**src/level_set_property_blend_defines.svh**
```systemverilog
// Assertion macros shared by the level-set property blend RTL.
`ifndef LEVEL_SET_PROPERTY_BLEND_DEFINES_SVH
`define LEVEL_SET_PROPERTY_BLEND_DEFINES_SVH
`ifndef SYNTHESIS
`define LSP_ASSERT(name, prop) \
  name: assert property (@(posedge clk_i) disable iff (!rst_ni) prop) \
    else $error("lsp assertion failed");
`define LSP_ASSERT_ALWAYS(name, prop) \
  name: assert property (@(posedge clk_i) prop) \
    else $error("lsp assertion failed");
`else
`define LSP_ASSERT(name, prop)
`define LSP_ASSERT_ALWAYS(name, prop)
`endif
`endif

```
**src/lsp_pkg.sv**
```systemverilog
// Types and constants of the level-set property blend.
`default_nettype none
package lsp_pkg;
  localparam int unsigned DivW   = 36;
  localparam int unsigned RemW   = 37;
  localparam int unsigned QuotW  = 31;
  localparam int unsigned DivSteps = 31;
  localparam int unsigned PropW  = 48;
  localparam int unsigned HalfW  = 24;

  localparam logic [31:0] OneQ30 = 32'h4000_0000;
  localparam logic [31:0] OneQ31 = 32'h8000_0000;

  // sin(pi*u)/pi series coefficients, Q1.30
  localparam logic [30:0] SinCoef [7] = '{
    31'd1073741824, 31'd1766234505, 31'd871601792, 31'd204818212,
    31'd28076038, 31'd2519085, 31'd159374
  };

  typedef enum logic [1:0] {
    RegDensIn  = 2'd0,
    RegViscIn  = 2'd1,
    RegDensOut = 2'd2,
    RegViscOut = 2'd3
  } reg_idx_e;

  typedef struct packed {
    logic neg;
    logic inband;
  } lsp_side_t;
endpackage
`default_nettype wire

```
**src/lsp_div.sv**
```systemverilog
// Pipelined restoring divider: floor(num * 2^30 / den) for num <= den.
`default_nettype none
`include "level_set_property_blend_defines.svh"
module lsp_div (
  input  wire logic                   clk_i,
  input  wire logic                   rst_ni,
  input  wire logic                   en_i,
  input  wire logic                   valid_i,
  input  wire logic [35:0]            num_i,
  input  wire logic [35:0]            den_i,
  input  wire lsp_pkg::lsp_side_t     side_i,
  output logic                        valid_o,
  output logic [30:0]                 quot_o,
  output lsp_pkg::lsp_side_t          side_o
);
  import lsp_pkg::*;

  logic              valid_q [DivSteps];
  logic [RemW-1:0]   rem_q   [DivSteps];
  logic [QuotW-1:0]  quot_q  [DivSteps];
  logic [DivW-1:0]   den_q   [DivSteps];
  lsp_side_t         side_q  [DivSteps];

  for (genvar j = 0; j < DivSteps; j++) begin : g_step
    logic [RemW-1:0]  rem_in;
    logic [QuotW-1:0] quot_in;
    logic [DivW-1:0]  den_in;
    logic [RemW-1:0]  rem_d;
    logic             bit_d;

    if (j == 0) begin : g_first
      assign rem_in  = {1'b0, num_i};
      assign quot_in = '0;
      assign den_in  = den_i;
    end else begin : g_next
      // partial remainder stays below den, so the shift fits in RemW bits
      assign rem_in  = {rem_q[j-1][RemW-2:0], 1'b0};
      assign quot_in = quot_q[j-1];
      assign den_in  = den_q[j-1];
    end

    always_comb begin
      bit_d = (rem_in >= {1'b0, den_in});
      rem_d = bit_d ? (rem_in - {1'b0, den_in}) : rem_in;
    end

    always_ff @(posedge clk_i or negedge rst_ni) begin
      if (!rst_ni) begin
        valid_q[j] <= 1'b0;
      end else if (en_i) begin
        valid_q[j] <= (j == 0) ? valid_i : valid_q[(j == 0) ? 0 : j-1];
      end
    end

    always_ff @(posedge clk_i) begin
      if (en_i) begin
        rem_q[j]  <= rem_d;
        quot_q[j] <= {quot_in[QuotW-2:0], bit_d};
        den_q[j]  <= den_in;
        side_q[j] <= (j == 0) ? side_i : side_q[(j == 0) ? 0 : j-1];
      end
    end
  end

  assign valid_o = valid_q[DivSteps-1];
  assign quot_o  = quot_q[DivSteps-1];
  assign side_o  = side_q[DivSteps-1];

  `LSP_ASSERT(a_quot_range, valid_o && side_o.inband |-> quot_o <= OneQ30[30:0])
  `LSP_ASSERT(a_stall_hold, !en_i |=> $stable(valid_o))
  `LSP_ASSERT_ALWAYS(a_rst_empty, !rst_ni |=> !valid_o)
endmodule
`default_nettype wire

```
**config.mk**
```make
export PLATFORM = sky130hd
export DESIGN_NAME = lsp_div
export DESIGN_NICKNAME = d
export VERILOG_FILES = /design/src/lsp_pkg.sv /design/src/lsp_div.sv
export VERILOG_INCLUDE_DIRS = /design/src /design/src/src
export SDC_FILE = /design/constraint.sdc
export NUM_CORES = 2
export LEC_CHECK = 0
export ABC_CLOCK_PERIOD_IN_PS = 8300
export BUFFER_PORTS_ARGS = -buffer_cell sky130_fd_sc_hd__buf_2
export CAP_MARGIN = 0
export CORE_UTILIZATION = 35
export DETAILED_ROUTE_END_ITERATION = 16
export SLEW_MARGIN = 20
export SYNTH_ARGS = -nofsm -noshare
export SYNTH_HDL_FRONTEND = slang
export SYNTH_SLANG_ARGS = --single-unit
```
**constraint.sdc**
```tcl
create_clock -name clk_i -period 8.3 [get_ports clk_i]
set_clock_uncertainty 0.2 [all_clocks]
set_input_delay 1.66 -clock clk_i [delete_from_list [all_inputs] [get_ports clk_i]]
set_output_delay 1.66 -clock clk_i [all_outputs]
set_load 0.1 [all_outputs]
```
* Word-level counts from Yosys, hierarchy flattened
Memories as Yosys holds them, arrays and structs flattened.
Cells that the tools add are included.
** Storage, ports and cells
- Flip-flop bits (word level) :: 31
- Memory bits (writable) :: 3286
- Bits of input ports :: 78
- Output and inout bits :: 34
- Logic and storage cells :: 130
- Memories :: 4
** Memory list
- rem_q :: words 31, width 37, rd ports 30, clocked after memory_dff 0, wr ports 31, line lsp_div.sv:19 : logic [RemW-1:0] rem_q [DivSteps];
- den_q :: words 31, width 36, rd ports 30, clocked after memory_dff 0, wr ports 31, line lsp_div.sv:21 : logic [DivW-1:0] den_q [DivSteps];
- quot_q :: words 31, width 31, rd ports 31, clocked after memory_dff 0, wr ports 31, line lsp_div.sv:20 : logic [QuotW-1:0] quot_q [DivSteps];
- side_q :: words 31, width 2, rd ports 31, clocked after memory_dff 0, wr ports 31, line lsp_div.sv:22 : lsp_side_t side_q [DivSteps];
** Cells by class
- Add/subtract/negate cells :: 31
- Order comparisons :: 31
- Mux-type cells :: 33
** Operators with widths (number)
- $mux W37 :: 31
- $ge A37 B36 Y1 :: 30
- $sub A37 B36 Y37 :: 30
- $sub A36 B36 Y37 :: 1
- $ge A36 B36 Y1 :: 1
- $mux W1 :: 2

* Logic depth before layout (Yosys ltp)
An unclocked memory read counts as a cell.
- Depth in word-level cells :: 3
- Mapped depth :: 16
- Mapped depth without buffers :: 14

* Worst setup path after synthesis
No wires, ideal clock.
- Path kind :: input -> register
- Start :: input den_i[6]
- End :: memory rem_q[0][1], data pin
- Library setup time :: 267 ps
- Arrival :: 4324 ps
- Required time :: 7833 ps
- Setup slack :: 3508 ps
- Stages on the path :: 13
- Path buffers :: 2
- Cells stage by stage :: inv_1 -> ha_1 -> a21o_1 -> a21o_1 -> a221oi_2 -> o221ai_1 -> a211oi_1 -> a21oi_1 -> a21o_1 -> a21oi_1 -> buf_2 -> buf_1 -> o21ai_0
** RTL lines
- from (decl) :: line lsp_div.sv:10 : input wire logic [35:0] den_i,
- to (decl) :: line lsp_div.sv:19

==> results.yml <==
clocking:
  cts_setup_buffers: 0
  cts_hold_buf: 0
  cts_sinks: 2749
  cts.path.max_buffers: 4
  path_clk_slew_ns: 0.06
  htree_levels: 5
  clk_latency_ns: 0.95
  cts_root_buf: "clkbuf_16"
  cts_tree: "yes"
  ctsResizeCount: 0
  cts_made_buffers: 320
yosys:
  synth-edff-count: 2718
  synth-seq-cells: 2749
  synth_area_leaders: "edfxtp_1 53%, ha_1 9.1%, a21oi_1 4.1%"
  synth_most_common_cell: "edfxtp_1"
  synthTopCellsByCount: "2718 x edfxtp_1, 1396 x inv_1, 1245 x a21oi_1, 1115 x ha_1, 892 x nand2_1"
  yosys.area.top_type: "edfxtp_1"
  yosysSeqAreaShare_pct: 53.57
  synth_top_area_share_pct: 53.07
  netlist_instances: 13630
  yosys.cell_types.count: 103
  synth_nets: 14850
  ys.warnings.count: 0
  synth_area_per_cell_um2: 11.29
  yosys_most_used_dff: "edfxtp_1"
  synthArstFlopShare_pct: 1.128
  syn_area_um2: 153800
detailed_routing:
  dr.pass1.iters: 5
  wl_mm: 345.3
  ant_nets: 0
  drcViolationCount: 0
  wl_per_cell_um: 17.42
  num_vias: 100800
  dr.first_iter.drc_count: 5725
  viasPerCell: 5.089
floorplan:
  core_um2: 437800
  die_w_um: 664.9
  start_util_pct: 35.13
  die_area_um2: 442100
  fp.dieH_um: 664.9
  io_pins: 112
  rows: 243
power_and_ir_drop:
  p_int_mw: 42.26
  vdd_drop_max_mv: 0.1884
  power_density_nw_per_um2: 395.6
  sw_frac_of_total_pct: 37.66
  clkPwrFrac_pct: 20.4
  p_comb_share_pct: 46.0
  power_leakage_nw: 69.23
  switchingPower_mw: 25.53
  p_seq_share_pct: 33.5
place:
  io_buffers: 111
  gp_congestion: 0.9096
  post-dp-hpwl_mm: 259.3
  pre_cts_ws_ns: 2.352
global_route:
  met2_usage_pct: 28.83
  first_global_vias: 100300
  grt.total_usage_pct: 15.12
  met1_usage_pct: 16.37
  grt.met3_usage_pct: 1.636
  busiest_layer: "met2"
  grt_overflow: 0
  antenna_found_initial: 8
  grt_pass1_wl_mm: 540.8
  grt_max_degree: 193
min_path:
  hold_path_class: "register to register"
sta:
  fmax_mhz: 193.6
  relSlewSlack_pct: 14.83
  setup_slack_ns: 3.135
  post-route-period-util_pct: 62.23
  tns_ns: 0
  hold_viol: 0
  finalCriticalPeriod_ns: 5.165
  maxSlewViolCount: 0
  grt_setup_unrepaired: "no"
  worst_slew_pin_slew_ns: 1.262
  setup_viol: 0
setup_path:
  endpoint_kind: "register"
  start_kind: "register"
  rr_worst_depth: 15
  reg2reg_setup_slack_ns: 3.14
  startpoint: "den_q[1][73]$_DFFE_PP_"
  r2r-start: "den_q[1][73]$_DFFE_PP_"
  critPathMaxFanout: 53
  cp.arrival_ns: 5.73
  endpoint: "rem_q[1][144]$_DFFE_PP_"
  reg2reg_to: "rem_q[1][144]$_DFFE_PP_"
  critical_path_class: "register to register"
  crit_required_ns: 8.86
run_status:
  status: "finished clean"
layout:
  nets: 15030
  syn_to_final_growth_pct: 11.41
  drive_above_1_share_pct: 8.301
job:
  drv_cap: 0
-- flip-flops by register name, summed over array words and instances (netlist names) --
signal / cells
den_q: 1080
quot_q: 496
valid_q: 30
valid_o: 1
side_q: 62
rem_q: 1080
-- through the flow --
step                      cell area (um2)  instances  hold slack, ns  util (%)  total power [mW]
after CTS                          171400      19820          0.2019     39.14             68.23
final                              171400      19820          0.1968     39.14             67.79
after floorplan                    153800      13630          0.2003         -             46.33
after detailed placement           161100      19240          0.2045     36.80             53.96
after global routing               171400      19820          0.2055     39.14             72.58
after global placement             161100      19240          0.2003     36.80             53.62
-- area by class of cell --
class,count,area (um2)
Fill cell,41960,266500
Antenna cell,2,5.005
Clock buffer,400,8391
Multi-Input combinational cell,9151,64970
Sequential cell,2749,82390
Timing Repair Buffer,183,1286
Inverter,1399,5251
Clock inverter,176,1859
Tap cell,5757,7203
-- worst min path at each step --
| stage | from | endpoint | slack (ns) | cells after the start |
|---|---|---|---|---|
| 2_1_floorplan | quot_q[9][9]$_DFFE_PP_ | quot_q[10][10]$_DFFE_PP_ | 0.20 | 0 |
| 3_3_place_gp | quot_q[20][20]$_DFFE_PP_ | quot_q[21][21]$_DFFE_PP_ | 0.20 | 0 |
| 3_5_place_dp | quot_q[9][2]$_DFFE_PP_ | quot_q[10][3]$_DFFE_PP_ | 0.20 | 0 |
| 4_1_cts | quot_q[29][7]$_DFFE_PP_ | quot_q[30][8]$_DFFE_PP_ | 0.20 | 0 |
| 5_1_grt | side_q[1][13]$_DFFE_PP_ | side_q[1][15]$_DFFE_PP_ | 0.21 | 0 |
| 6_report | quot_q[26][2]$_DFFE_PP_ | quot_q[27][3]$_DFFE_PP_ | 0.20 | 0 |
-- layout by cell type, fill, tap and decap left out, types with 164 or more instances in the layout --
cell          n
nor2_1      810
inv_1      1396
clkbuf_16   322
nand3_1     208
xor2_1      368
nand2b_1    164
xnor2_1     545
o21ai_0     854
edfxtp_1   2718
a21o_1      555
nor2b_1     196
nand2_1     892
ha_1       1115
a21oi_1    1242
mux2_2      413
-- power groups by stage --
stage          logic (mW)  registers [mW]  clock network, mW
2_1_floorplan        24.2            22.1                  0
3_3_place_gp         30.6            23.0                  0
3_5_place_dp         30.9            23.0                  0
4_1_cts              31.2            22.8               14.3
5_1_grt              34.7            23.1               14.8
6_report             31.2            22.7               13.8
-- cells by family after synthesis --
logic type / after synthesis / share of synthesized area, %
adders and majority gates: 1145 / 9.461
buffers and inverters: 1727 / 4.301
and+or+nand+nor: 2923 / 8.969
AOI/OAI and AO/OA: 3693 / 14.97
DFF: 2749 / 53.57
muxes: 477 / 3.533
xor gates and xnor gates: 913 / 5.199
-- metal layers --
layer / up-vias / wire length, um
met3: 798 / 10760
li1: 50260 / -
met4: 2 / 18900
met5: - / 13
met2: 1826 / 181100
met1: 47960 / 134500
-- critical path, stage by stage (launching register included) --
cell      delay [ns]
edfxtp_1        0.43
inv_1           0.08
ha_1            0.23
nor2b_1         0.13
o21ai_0         0.24
a21oi_1         0.13
o21ai_0         0.41
a31oi_1         0.16
buf_4           0.19
o311ai_0        1.05
a21oi_1         0.29
nor2_1          0.34
o21bai_4        0.15
buf_4           0.31
inv_1           0.42
a22o_1          0.21
Power figures use the tool's default switching activity.
